## src/rtl/sajk_pkg.sv

```systemverilog
package sajk_pkg;

  localparam int SAMPLE_BITS = 11;
  localparam int SLOT_W = 5;
  localparam int CMD_SLOTS = 4;

  // Event codes carried on the result stream's user lane.
  typedef enum logic [1:0] {
    EV_NONE = 2'd0,
    EV_KEY  = 2'd1,
    EV_SYNC = 2'd2
  } ev_kind_t;

  // Configuration register indexes.
  localparam logic REG_LOW_THR  = 1'b0;
  localparam logic REG_HIGH_THR = 1'b1;

  localparam logic [SAMPLE_BITS-1:0] LOW_THR_RST  = 11'd900;
  localparam logic [SAMPLE_BITS-1:0] HIGH_THR_RST = 11'd1148;

  // Converter command per channel, sent MSB first.
  localparam logic [3:0] CHAN_CMD [4] = '{4'd12, 4'd14, 4'd13, 4'd15};

  typedef struct packed {
    logic sel;
    logic clk;
    logic mosi;
  } slot_io_t;

  typedef struct packed {
    ev_kind_t   kind;
    logic [2:0] key;
    logic       pressed;
  } key_ev_t;

  // Everything one bit slot produces: pin levels shared by all its words,
  // the number of words (1 to 3) and the words' event parts.
  typedef struct packed {
    slot_io_t          io;
    logic [1:0]        cnt;
    key_ev_t [2:0]     ev;
  } res_set_t;

endpackage

```

## src/rtl/spi_adc_joystick_key_scanner_core.sv

```systemverilog
// Joystick key scanner: drives a bit-serial converter through four axes and
// turns each reading into key press and release events.
// Input stream: each accepted word (in_tdata bit 0 = serial data line level)
// is one bit slot of a frame of 5 + SAMPLE_CLOCKS slots.
// Result stream: each slot gives one to three words. out_tdata carries the
// pin levels for the slot plus the key fields, out_tuser the event kind
// (none, key, sync) and out_tlast marks the final word of the slot.
// Configuration: cfg_we writes cfg_wdata into the low (index 0) or high
// (index 1) threshold; write only while the block is idle.
// The first word of a slot is valid in the cycle after acceptance.
// Throughput: one slot per cycle while slots give a single word and the
// receiver takes them; a frame-end slot with several events holds the input
// until the single output word register has serialized its extra words.
// Reset (rst_n low, synchronous) returns to slot 0 of channel 0 with all keys
// released and thresholds 900 and 1148, and empties the output register.
// When the receiver stalls, the output word holds and the input is refused
// once the held slot's final word cannot leave.
module spi_adc_joystick_key_scanner_core #(
  parameter int SAMPLE_CLOCKS = 12
) (
  input  logic                              clk,
  input  logic                              rst_n,
  input  logic                              cfg_we,
  input  logic                              cfg_addr,
  input  logic [sajk_pkg::SAMPLE_BITS-1:0]  cfg_wdata,
  input  logic                              in_tvalid,
  output logic                              in_tready,
  input  logic [7:0]                        in_tdata,   // [0] miso_bit, [7:1] zero
  output logic                              out_tvalid,
  input  logic                              out_tready,
  // [0] select_level, [1] clock_pulse, [2] mosi_level, [5:3] key_index,
  // [6] key_pressed, [7] zero
  output logic [7:0]                        out_tdata,
  output logic [1:0]                        out_tuser,  // [1:0] event_kind
  output logic                              out_tlast
);

  logic               in_fire;
  sajk_pkg::res_set_t res;

  assign in_fire = in_tvalid && in_tready;

  sajk_slot_engine #(
    .SAMPLE_CLOCKS(SAMPLE_CLOCKS)
  ) u_engine (
    .clk      (clk),
    .rst_n    (rst_n),
    .cfg_we   (cfg_we),
    .cfg_addr (cfg_addr),
    .cfg_wdata(cfg_wdata),
    .in_fire  (in_fire),
    .miso     (in_tdata[0]),
    .res      (res)
  );

  sajk_out_buf u_out (
    .clk       (clk),
    .rst_n     (rst_n),
    .load      (in_fire),
    .res       (res),
    .can_load  (in_tready),
    .out_tvalid(out_tvalid),
    .out_tready(out_tready),
    .out_tdata (out_tdata),
    .out_tuser (out_tuser),
    .out_tlast (out_tlast)
  );

endmodule

```

## src/rtl/sajk_slot_engine.sv

```systemverilog
module sajk_slot_engine #(
  parameter int SAMPLE_CLOCKS = 12
) (
  input  logic                              clk,
  input  logic                              rst_n,
  input  logic                              cfg_we,
  input  logic                              cfg_addr,
  input  logic [sajk_pkg::SAMPLE_BITS-1:0]  cfg_wdata,
  input  logic                              in_fire,
  input  logic                              miso,
  output sajk_pkg::res_set_t                res
);

  localparam int FRAME_SLOTS = 5 + SAMPLE_CLOCKS;
  localparam logic [sajk_pkg::SLOT_W-1:0] FRAME_LEN = sajk_pkg::SLOT_W'(FRAME_SLOTS);
  localparam logic [sajk_pkg::SLOT_W-1:0] LAST_SLOT = sajk_pkg::SLOT_W'(FRAME_SLOTS - 1);
  localparam logic [sajk_pkg::SLOT_W-1:0] SAMPLE_FIRST =
    sajk_pkg::SLOT_W'(sajk_pkg::CMD_SLOTS + 1);
  localparam logic [sajk_pkg::SLOT_W-1:0] SAMPLE_END =
    sajk_pkg::SLOT_W'(sajk_pkg::CMD_SLOTS + 1 + sajk_pkg::SAMPLE_BITS);

  logic [sajk_pkg::SAMPLE_BITS-1:0] low_thr_r, high_thr_r;
  logic [sajk_pkg::SLOT_W-1:0]      slot_count_r, slot_count_nxt;
  logic [1:0]                       channel_r, channel_nxt;
  logic [sajk_pkg::SAMPLE_BITS-1:0] shift_r, shift_nxt;
  logic [7:0]                       key_flags_r, key_flags_nxt;
  logic                             sync_pend_r, sync_pend_nxt;

  logic [sajk_pkg::SLOT_W-1:0] slot;
  logic [1:0]                  cmd_bit;
  logic [3:0]                  cmd;
  logic                        frame_end;
  logic                        lo_now, hi_now, lo_chg, hi_chg, sync_ev;
  logic [2:0]                  lo_key, hi_key;
  sajk_pkg::key_ev_t           ev_lo, ev_hi, ev_sync, ev_none;

  always_ff @(posedge clk) begin
    if (!rst_n) begin
      low_thr_r  <= sajk_pkg::LOW_THR_RST;
      high_thr_r <= sajk_pkg::HIGH_THR_RST;
    end else if (cfg_we) begin
      unique case (cfg_addr)
        sajk_pkg::REG_LOW_THR:  low_thr_r  <= cfg_wdata;
        sajk_pkg::REG_HIGH_THR: high_thr_r <= cfg_wdata;
        default: ;
      endcase
    end
  end

  always_comb begin
    slot      = (slot_count_r >= FRAME_LEN) ? '0 : slot_count_r;
    cmd       = sajk_pkg::CHAN_CMD[channel_r];
    cmd_bit   = 2'(sajk_pkg::SLOT_W'(sajk_pkg::CMD_SLOTS) - slot);
    frame_end = (slot == LAST_SLOT);

    res.io.sel  = (slot == '0);
    res.io.clk  = (slot != '0);
    res.io.mosi = (slot != '0) && (slot <= sajk_pkg::SLOT_W'(sajk_pkg::CMD_SLOTS)) &&
                  cmd[cmd_bit];

    shift_nxt = shift_r;
    if (slot == '0) begin
      shift_nxt = '0;
    end else if (slot >= SAMPLE_FIRST && slot < SAMPLE_END) begin
      shift_nxt = {shift_r[sajk_pkg::SAMPLE_BITS-2:0], miso};
    end

    // The comparison sees the sample including this slot's bit.
    lo_key = {channel_r, 1'b0};
    hi_key = {channel_r, 1'b1};
    lo_now = shift_nxt < low_thr_r;
    hi_now = shift_nxt > high_thr_r;
    lo_chg = frame_end && (lo_now != key_flags_r[lo_key]);
    hi_chg = frame_end && (hi_now != key_flags_r[hi_key]);
    sync_ev = frame_end && (channel_r == 2'd3) && (sync_pend_r || lo_chg || hi_chg);

    key_flags_nxt = key_flags_r;
    sync_pend_nxt = sync_pend_r;
    channel_nxt   = channel_r;
    slot_count_nxt = slot + sajk_pkg::SLOT_W'(1);
    if (frame_end) begin
      key_flags_nxt[lo_key] = lo_now;
      key_flags_nxt[hi_key] = hi_now;
      sync_pend_nxt = (channel_r == 2'd3) ? 1'b0 : (sync_pend_r || lo_chg || hi_chg);
      channel_nxt   = channel_r + 2'd1;
      slot_count_nxt = '0;
    end

    ev_none = '{kind: sajk_pkg::EV_NONE, key: 3'd0, pressed: 1'b0};
    ev_lo   = '{kind: sajk_pkg::EV_KEY, key: lo_key, pressed: lo_now};
    ev_hi   = '{kind: sajk_pkg::EV_KEY, key: hi_key, pressed: hi_now};
    ev_sync = '{kind: sajk_pkg::EV_SYNC, key: 3'd0, pressed: 1'b0};

    // Pack the events in order: low key, high key, sync.
    res.ev[0] = lo_chg ? ev_lo : hi_chg ? ev_hi : sync_ev ? ev_sync : ev_none;
    res.ev[1] = (lo_chg && hi_chg) ? ev_hi :
                ((lo_chg ^ hi_chg) && sync_ev) ? ev_sync : ev_none;
    res.ev[2] = (lo_chg && hi_chg && sync_ev) ? ev_sync : ev_none;
    res.cnt   = 2'({1'b0, lo_chg} + {1'b0, hi_chg} + {1'b0, sync_ev});
    if (res.cnt == 2'd0) begin
      res.cnt = 2'd1;
    end
  end

  always_ff @(posedge clk) begin
    if (!rst_n) begin
      slot_count_r <= '0;
      channel_r    <= '0;
      shift_r      <= '0;
      key_flags_r  <= '0;
      sync_pend_r  <= 1'b0;
    end else if (in_fire) begin
      slot_count_r <= slot_count_nxt;
      channel_r    <= channel_nxt;
      shift_r      <= shift_nxt;
      key_flags_r  <= key_flags_nxt;
      sync_pend_r  <= sync_pend_nxt;
    end
  end

endmodule

```

## src/rtl/sajk_out_buf.sv

```systemverilog
module sajk_out_buf (
  input  logic               clk,
  input  logic               rst_n,
  input  logic               load,
  input  sajk_pkg::res_set_t res,
  output logic               can_load,
  output logic               out_tvalid,
  input  logic               out_tready,
  output logic [7:0]         out_tdata,
  output logic [1:0]         out_tuser,
  output logic               out_tlast
);

  logic               valid_r;
  logic [1:0]         idx_r;
  sajk_pkg::res_set_t set_r;
  sajk_pkg::key_ev_t  cur;
  logic               take_last;

  assign cur        = set_r.ev[idx_r];
  assign out_tvalid = valid_r;
  assign out_tlast  = (idx_r == set_r.cnt - 2'd1);
  assign out_tuser  = cur.kind;
  assign out_tdata  = {1'b0, cur.pressed, cur.key, set_r.io.mosi, set_r.io.clk, set_r.io.sel};
  assign take_last  = valid_r && out_tready && out_tlast;
  // A new slot's words may enter as the final word of the previous one leaves.
  assign can_load   = !valid_r || take_last;

  always_ff @(posedge clk) begin
    if (!rst_n) begin
      valid_r <= 1'b0;
      idx_r   <= '0;
    end else if (load) begin
      valid_r <= 1'b1;
      idx_r   <= '0;
    end else if (take_last) begin
      valid_r <= 1'b0;
      idx_r   <= '0;
    end else if (valid_r && out_tready) begin
      idx_r <= idx_r + 2'd1;
    end
  end

  always_ff @(posedge clk) begin
    if (load) begin
      set_r <= res;
    end
  end

`ifndef SYNTHESIS
  a_cnt_nonzero: assert property (@(posedge clk) disable iff (!rst_n)
    valid_r |-> set_r.cnt != 2'd0)
    else $error("word buffer holds an empty set");

  a_idx_in_range: assert property (@(posedge clk) disable iff (!rst_n)
    valid_r |-> idx_r < set_r.cnt)
    else $error("word index past the end of the set");

  a_sync_is_last: assert property (@(posedge clk) disable iff (!rst_n)
    valid_r && out_tuser == sajk_pkg::EV_SYNC |-> out_tlast)
    else $error("sync word is not the final word of its slot");

  a_no_overwrite: assert property (@(posedge clk) disable iff (!rst_n)
    load && valid_r |-> out_tready && out_tlast)
    else $error("set overwritten before its final word was taken");
`endif

endmodule

```

## config.mk

```make
export PLATFORM = sky130hd
export DESIGN_NAME = spi_adc_joystick_key_scanner_core
export DESIGN_NICKNAME = d
export VERILOG_FILES = /design/src/rtl/sajk_pkg.sv /design/src/rtl/spi_adc_joystick_key_scanner_core.sv /design/src/rtl/sajk_slot_engine.sv /design/src/rtl/sajk_out_buf.sv
export SDC_FILE = /design/constraint.sdc
export NUM_CORES = 1
export LEC_CHECK = 0
export ABC_AREA = 0
export ABC_CLOCK_PERIOD_IN_PS = 11000
export BUFFER_PORTS_ARGS = -buffer_cell sky130_fd_sc_hd__buf_2
export CAP_MARGIN = 5
export CORE_MARGIN = 8
export CORE_UTILIZATION = 55
export CTS_CLUSTER_SIZE = 8
export DETAILED_ROUTE_END_ITERATION = 8
export PLACE_DENSITY = 0.75
export SLEW_MARGIN = 20
export SYNTH_ARGS = -nofsm -noshare
export SYNTH_HDL_FRONTEND = slang
export SYNTH_SLANG_ARGS = --single-unit
```

## constraint.sdc

```tcl
create_clock -name clk -period 11 [get_ports clk]
set_input_delay 1.65 -clock clk [delete_from_list [all_inputs] [get_ports clk]]
set_output_delay 1.65 -clock clk [all_outputs]
set_load 0.03 [all_outputs]
```

==> run metrics, run 1 <==
crit share post-route 0.468; antenna-violating nets left 0; reg2reg path depth 16; GR Overflow Total 0; async set-reset flop share out of synthesis 0; initial drt markers 129; Largest stage delay, worst path 0.65 ns; Residual DRC 0; ys flop type dfxtp_1; cell accounting for the most synthesized area dfxtp_1; largest net degree at the start of global routing 53; slowest CP cell xnor2_1; Routed WL per cell 13.9 um; Ant. Diodes 0; Initial Utilization 0.558; post-CTS setup buffers 0; # IOs 38; floorplan core area 7140 um2; synth warn 0; Yosys reg bits 69; Syn Inst Count 451; WL final 7980 um; crit-path max FO 10; Arrival @ worst endpoint 5.32 ns; post-DP HPWL 5800 um; Post-Syn Nets 507; worst path required time 11.17 ns; Final Setup Violations 0; power per cell area 124 nW/um2; Crit. path cell count 16; Final Net Count 526; Vias 3087; CTS tree built; MaxCap Viol Count 0; post-synth cell types 59; hold path depth 2; Reg clk slew, reported paths 0.07 ns; clock latency on the worst-skew pair 0.34 ns; r2r endpoint u_out.set_r[11]; critical-path cell list nor2b_1, ha_1, nor4_2, nor2_2, mux2i_1, nor2_1, ha_1, a2111o_1, o21ai_0, a21oi_1, xnor2_1, nor2_1, ha_1, inv_1, nand2_1, a311oi_1; most frequent cells in the layout nand2_1 (79), dfxtp_1 (52), inv_1 (36); Final min period 5.15 ns; Synth top area share 0.261; routability congestion estimate 0.768; global-route wire length before repair 13700 um; register area share after synthesis 0.389; Die Width 101 um; Layout Area Growth over Synthesis 9.01%; static leakage 1.73 nW; root buf cell clkbuf_8; crit start category flop; share of cells above drive strength 1 0.122; unrepaired setup endpoints after global routing false; Crit Path Category flop to flop; reg2reg setup slack 5.85 ns; Crit path top cell by count ha_1; IO buf count 29; final core occ 0.609; Slew headroom 0.317; peak supply drop 0.0935 mV; max-slew violations 0; drt pass-1 iters 4; Buf+Inv Stages, Crit Path 1; Chip Height 101 um; Fin Clk Skew 0.00732 ns; total power 538 uW; vias in the first global route 2919; # resized after CTS 0; Slew @ Worst Pin 1.02 ns; synthesized cell area 3980 um2; hold crit path type flop to flop; EDFF count, synth 17; total CTS buffers 9; CTS Sinks 69; delay-heaviest family, CP compound AO/OA/AOI/OAI gates; setup TNS 0 ns; Worst Setup End Kind flop; initial antenna violation count 0; Total GRT Usage 0.170; Hold Path End u_engine.low_thr_r[3]; largest cells by area after synthesis dfxtp_1 (26%), edfxtp_1 (13%), ha_1 (9.4%); commonest non-fill, non-tap cell in the layout nand2_1; syn_area_per_cell 8.83 um2; htree depth 3; clock buffer depth 2; status finished clean; Hold Crit Start u_engine.low_thr_r[3]; Achievable Freq 194 MHz; final hold viol count 0; hold buffers post-CTS 0; FF-to-FF Start u_engine.slot_count_r[0]; number of core rows 31; vias per cell 5.38; Die Area 10200 um2; Min Hold Slack 0.472 ns
-- Yosys cell counts (all sizes together), types with 2 or more instances --
| master | count |
|---|---|
| nand2 | 79 |
| mux4 | 2 |
| clkbuf | 13 |
| a211oi | 6 |
| a21o | 3 |
| dfxtp | 52 |
| a21boi | 27 |
| or4 | 2 |
| or3 | 2 |
| buf | 9 |
| o21a | 3 |
| nand3b | 2 |
| nor2b | 12 |
| nor3 | 9 |
| nor2 | 28 |
| and2 | 5 |
| o21ai | 12 |
| nand4 | 5 |
| a2111oi | 2 |
| nand3 | 7 |
| xnor2 | 4 |
| inv | 36 |
| nand4b | 2 |
| a311oi | 3 |
| ha | 30 |
| nand2b | 6 |
| edfxtp | 17 |
| a21oi | 21 |
| o211ai | 11 |
| mux2i | 21 |
| nor4 | 3 |
-- how the worst max path moves through the flow --
stage,slack (ns),startpoint,endpoint
final,5.85,u_engine.slot_count_r[0],u_out.set_r[11]
after CTS,5.89,u_engine.slot_count_r[0],u_out.set_r[11]
after floorplan,6.56,in_tdata[0],u_out.set_r[18]
after global routing,5.38,u_engine.slot_count_r[0],u_out.set_r[11]
after global placement,6.02,u_engine.slot_count_r[0],u_out.set_r[11]
after detailed placement,5.93,u_engine.slot_count_r[0],u_out.set_r[11]
-- stage by stage --
step / area [um2] / cells / worst slack (ns)
detailed placement: 4150 / 558 / 5.93
global placement: 4150 / 558 / 6.02
floorplan: 3980 / 451 / 6.56
finish: 4340 / 574 / 5.85
CTS: 4340 / 574 / 5.89
global route: 4340 / 574 / 5.38
-- kinds of logic after synthesis --
family	Yosys count	share of synthesized area
adders and majority gates	31	0.0992
AOI/OAI and AO/OA	100	0.177
and+or+nand+nor	165	0.197
buffers and inverters	58	0.0612
other	1	0.000941
xor gates and xnor gates	4	0.0107
muxes	23	0.0641
DFF	69	0.389
-- state kept, by name, summed over array words and instances, names as in the netlist --
register and flops:
u_out.out_tvalid 1, u_engine.slot_count_r 5, u_engine.low_thr_r 11, u_out.out_tdata 3, u_engine.channel_r 2, u_engine.high_thr_r 11, u_engine.shift_r 11, u_engine.sync_pend_r 1
u_out.idx_r 2, u_out.set_r 14, u_engine.key_flags_r 8
-- per-layer routing --
layer	track usage	wire [um]
met3	0.0401	365
met2	0.259	3650
met1	0.221	3840
met4	0.0790	128
met5	0	0
-- final cells by class --
class,instances,area [um2]
inverters,36,135
clock buffers,11,141
multi-input cells,324,2190
flip-flops and latches,69,1550
well taps,99,124
repair buffers,30,153
fillers,664,2790
clock inverters,5,50.0
-- report_power, final --
part           switching [mW]  total (mW)  internal, mW
clock network          0.0918       0.201         0.109
logic                  0.0412      0.0617        0.0205
registers             0.00490       0.275         0.270
-- worst min-delay path, cell delays in order (launching register included) --
cell and delay (ns):
dfxtp_1 0.31, nand2_1 0.05, a21boi_0 0.06
Power figures use the tool's default switching activity.
==> run 2, diff against run 1 <==
--- a/config.mk
+++ b/config.mk
@@ -5,8 +5,8 @@
 export SDC_FILE = /design/constraint.sdc
 export NUM_CORES = 1
 export LEC_CHECK = 0
-export ABC_AREA = 0
-export ABC_CLOCK_PERIOD_IN_PS = 11000
+export ABC_AREA = 1
+export ABC_CLOCK_PERIOD_IN_PS = 5100
 export BUFFER_PORTS_ARGS = -buffer_cell sky130_fd_sc_hd__buf_2
 export CAP_MARGIN = 5
 export CORE_MARGIN = 8
==> constraint.sdc (replaced) <==
create_clock -name clk -period 5.1 [get_ports clk]
set_input_delay 0.765 -clock clk [delete_from_list [all_inputs] [get_ports clk]]
set_output_delay 0.765 -clock clk [all_outputs]
set_load 0.03 [all_outputs]
==> run metrics, run 2 <==
Reg clk slew, reported paths 0.08 ns; synthesized cell area 3580 um2; max-slew violations 0; initial drt markers 129; crit start category flop; Syn Inst Count 439; number of core rows 29; Die Width 96.7 um; antenna-violating nets left 0; final hold viol count 0; worst path required time 5.21 ns; CTS tree built; vias in the first global route 2892; filler cell count 550; Chip Height 96.7 um; Final Net Count 521; initial antenna violation count 0; synth warn 0; final worst slack 0.562 ns; clock latency on the worst-skew pair 0.34 ns; largest cells by area after synthesis dfxtp_1 (29%), edfxtp_1 (14%), ha_1 (10%); Fin Clk Skew 0.0101 ns; Post-Syn Nets 495; total CTS buffers 9; Initial Utilization 0.567; share of cells above drive strength 1 0.134; slowest CP cell fa_1; Reg with most FFs u_out.set_r; clock buffer depth 2; vias per cell 5.40; ys flop type dfxtp_1; Slew headroom 0.455; Vias 2953; status finished clean; Final Cell Area 4000 um2; CTS Sinks 69; register area share after synthesis 0.433; Arrival @ worst endpoint 4.64 ns; Synth top area share 0.291; static leakage 1.81 nW; # IOs 38; largest net degree at the start of global routing 34; post-route non-filler standard cell count 547; unrepaired setup endpoints after global routing false; EDFF count, synth 17; hold crit path type flop to flop; Residual DRC 0; crit-path max FO 11; syn_area_per_cell 8.15 um2; Die Area 9350 um2; Yosys reg bits 69; htree depth 3; Min Hold Slack 0.469 ns; Routed WL per cell 13.4 um; setup TNS 0 ns; Final Setup Violations 0; post-CTS setup buffers 0; GR Overflow Total 0; Final min period 4.54 ns; hold buffers post-CTS 0; async set-reset flop share out of synthesis 0; WL final 7320 um; IO buf count 29; global-route wire length before repair 12800 um; routability congestion estimate 0.811; Largest stage delay, worst path 0.55 ns; root buf cell clkbuf_8; post-synth cell types 36; post-DP HPWL 5400 um; power per cell area 316 nW/um2; crit share post-route 0.890; floorplan core area 6310 um2; cell with the most instances after synthesis nand2_1; Crit Path Category flop to flop; commonest non-fill, non-tap cell in the layout nand2_1; Slew @ Worst Pin 0.815 ns; Inst Count DP 531; Ant. Diodes 0; Worst Setup End Kind flop; cell accounting for the most synthesized area dfxtp_1; pre-CTS WS 0.547 ns; max reg flops 14; area post-placement 3750 um2; most frequent cells in the layout nand2_1 (59), inv_1 (58), nor2_1 (54); # resized after CTS 0; Crit path top cell by count nand2_1; Synth top cells by count nand2_1 (59), inv_1 (58), nor2_1 (54); Achievable Freq 220 MHz; Layout Area Growth over Synthesis 11.7%; peak supply drop 0.224 mV; Total GRT Usage 0.160; drt pass-1 iters 4; MaxCap Viol Count 0
-- run 2: changes by cell type in the layout (fill, tap and decap cells not counted), moves of 10 or more --
cell and delta:
a22o_1 +10, nor2b_1 -12, o21ai_0 +31, a21oi_1 +19, inv_1 +22, nand2_1 -20
mux2i_1 -21, a21boi_0 -27, nor2_1 +27
-- run 2: stage by stage --
stage / total power [mW] / util
final: 1.26 / 0.633
after global routing: 1.31 / 0.633
after CTS: 1.27 / 0.633
after detailed placement: 0.730 / 0.594
after global placement: 0.725 / 0.594
after floorplan: 0.698 / -
-- run 2: power by group --
group,switching (mW),total (mW),internal (mW)
clock network,0.220,0.547,0.327
registers,0.00747,0.591,0.584
logic,0.0886,0.126,0.0373
-- run 2: cells by family after synthesis --
group	Yosys count	share of synthesized area
and+or+nand+nor	145	0.178
DFF	69	0.433
adders and majority gates	31	0.110
buffers and inverters	76	0.0849
xor gates and xnor gates	3	0.00734
AOI/OAI and AO/OA	114	0.185
other	1	0.00105
-- run 2: routing by layer --
metal  part of all wire  track usage
met4              0.016       0.0793
met1               0.47        0.187
met2               0.47        0.265
met5                  0            0
met3              0.048       0.0398
-- run 2: path summary, 6_finish.rpt --
check,cells past startpoint,endpoint,slack (ns),start
min,2,u_engine.low_thr_r[4],0.47,u_engine.low_thr_r[4]
max,26,u_out.set_r[18],0.56,u_engine.slot_count_r[1]
min reg2reg,2,u_engine.low_thr_r[4],0.47,u_engine.low_thr_r[4]
max reg2reg,26,u_out.set_r[18],0.56,u_engine.slot_count_r[1]
-- run 2: cell type report --
class	count	area [um2]	share of cell area
Tap cell	77	96.3	0.0241
Clock inverter	7	124	0.0310
Inverter	62	233	0.0582
Multi-Input combinational cell	294	1720	0.431
Clock buffer	9	124	0.0310
Timing Repair Buffer	29	145	0.0363
Sequential cell	69	1550	0.388
-- run 2: worst max-delay path, delay by kind of cell (launching register included) --
kind,cells,cell delay (ns)
adder cells (fa/ha/maj),3,1.05
buffers and inverters,6,0.63
AO/OA/AOI/OAI,2,0.30
AND/OR/NAND/NOR,15,1.98
flip-flops,1,0.35
==> run 3, diff against run 2 <==
--- a/config.mk
+++ b/config.mk
@@ -9,10 +9,10 @@
 export ABC_CLOCK_PERIOD_IN_PS = 5100
 export BUFFER_PORTS_ARGS = -buffer_cell sky130_fd_sc_hd__buf_2
 export CAP_MARGIN = 5
-export CORE_MARGIN = 8
 export CORE_UTILIZATION = 55
 export CTS_CLUSTER_SIZE = 8
 export DETAILED_ROUTE_END_ITERATION = 8
+export GPL_ROUTABILITY_DRIVEN = 0
 export PLACE_DENSITY = 0.75
 export SLEW_MARGIN = 20
 export SYNTH_ARGS = -nofsm -noshare
==> run metrics, run 3 (synthesis results as in run 2) <==
status finished clean; Chip Height 82.7 um; antenna-violating nets left 0; most frequent cells in the layout nand2_1 (59), inv_1 (58), nor2_1 (54); hold buffers post-CTS 0; largest net degree at the start of global routing 34; Die Area 6840 um2; area post-placement 3750 um2; peak supply drop 0.229 mV; WL final 7150 um; CTS tree built; Routed WL per cell 13.1 um; Final Cell Area 3940 um2; crit start category flop; final hold viol count 0; crit-path max FO 11; Die Width 82.7 um; power per cell area 294 nW/um2; crit share post-route 0.899; # IOs 38; Initial Utilization 0.567; drt pass-1 iters 5; Final min period 4.58 ns; worst path required time 5.21 ns; GR Overflow Total 0; Vias 2976; IO buf count 29; root buf cell clkbuf_8; htree depth 3; Total GRT Usage 0.231; Worst Setup End Kind flop; Achievable Freq 218 MHz; Final Setup Violations 0; Layout Area Growth over Synthesis 10.1%; post-DP HPWL 5100 um; clock buffer depth 2; Slew @ Worst Pin 0.832 ns; max-slew violations 0; hold crit path type flop to flop; Final Net Count 521; commonest non-fill, non-tap cell in the layout nand2_1; floorplan core area 6310 um2; Fin Clk Skew 0.00861 ns; Ant. Diodes 0; number of core rows 29; MaxCap Viol Count 0; initial antenna violation count 0; Slew headroom 0.443; clock latency on the worst-skew pair 0.35 ns; total CTS buffers 9; setup TNS 0 ns; # resized after CTS 0; share of cells above drive strength 1 0.134; Crit Path Category flop to flop; post-CTS setup buffers 0; initial drt markers 179; Arrival @ worst endpoint 4.69 ns; vias in the first global route 2662; Residual DRC 0; global-route wire length before repair 11900 um; unrepaired setup endpoints after global routing false; vias per cell 5.44; max reg flops 14; Reg clk slew, reported paths 0.08 ns; Reg with most FFs u_out.set_r; CTS Sinks 69; static leakage 1.79 nW
## run 3: cell count changes in the layout (fill, tap and decap cells not counted)
cell / change
clkinv_2: +4
bufinv_16: -2
clkinv_4: -2
## run 3: final cells by class
class,count,area [um2]
Timing Repair Buffer,29,145
Sequential cell,69,1550
Clock inverter,7,66.3
Fill cell,562,2370
Clock buffer,9,124
Tap cell,77,96.3
Multi-Input combinational cell,294,1720
Inverter,62,233
## run 3: worst paths after layout
path,end,from,depth (start not counted),slack [ns]
max reg2reg,u_out.set_r[18],u_engine.slot_count_r[4],25,0.52
min,u_engine.low_thr_r[4],u_engine.low_thr_r[4],2,0.47
max,u_out.set_r[18],u_engine.slot_count_r[4],25,0.52
min reg2reg,u_engine.low_thr_r[4],u_engine.low_thr_r[4],2,0.47
## run 3: report_power, final
part | leakage [nW] | internal [mW] | switching [mW] | total [mW]
sequential | 0.590 | 0.584 | 0.00739 | 0.591
combinational | 1.10 | 0.0374 | 0.0887 | 0.126
clock | 0.0987 | 0.223 | 0.218 | 0.441
## run 3: layer usage
metal / part of all wire / GRT usage / wire length, um / up-vias
li1: - / - / - / 1525
met2: 0.46 / 0.375 / 3310 / 61
met3: 0.036 / 0.0407 / 258 / 8
met1: 0.49 / 0.295 / 3480 / 1382
met5: 0 / 0 / 0 / -
met4: 0.014 / 0.112 / 97 / 0
## run 3: worst max-delay path: stages, from the launching register on
cell       delay (ns)
dfxtp_1          0.38
nor2_2           0.31
ha_1             0.21
inv_1            0.04
nand2_1          0.05
nand2_1          0.05
nand4_1          0.12
nand2_1          0.20
inv_1            0.33
nor2_1           0.07
nor2_1           0.26
ha_1             0.31
a21oi_1          0.17
o21ai_0          0.10
nand2_1          0.07
o2111ai_1        0.09
nand2_1          0.24
inv_1            0.10
nand2_1          0.07
nand3_1          0.20
nand2_1          0.12
inv_1            0.05
nand2_2          0.07
nand3_2          0.11
fa_1             0.55
nand2_1          0.05
## run 3: metrics by stage
| stage | hold WS (ns) | total power, mW | util | instances | setup WS (ns) |
|---|---|---|---|---|---|
| after floorplan | 0.433 | 0.698 | - | 439 | 1.13 |
| after global placement | 0.451 | 0.724 | 0.594 | 531 | 0.670 |
| after detailed placement | 0.464 | 0.729 | 0.594 | 531 | 0.569 |
| after CTS | 0.474 | 1.16 | 0.624 | 547 | 0.551 |
| after global routing | 0.496 | 1.21 | 0.624 | 547 | 0.0918 |
| final | 0.475 | 1.16 | 0.624 | 547 | 0.517 |
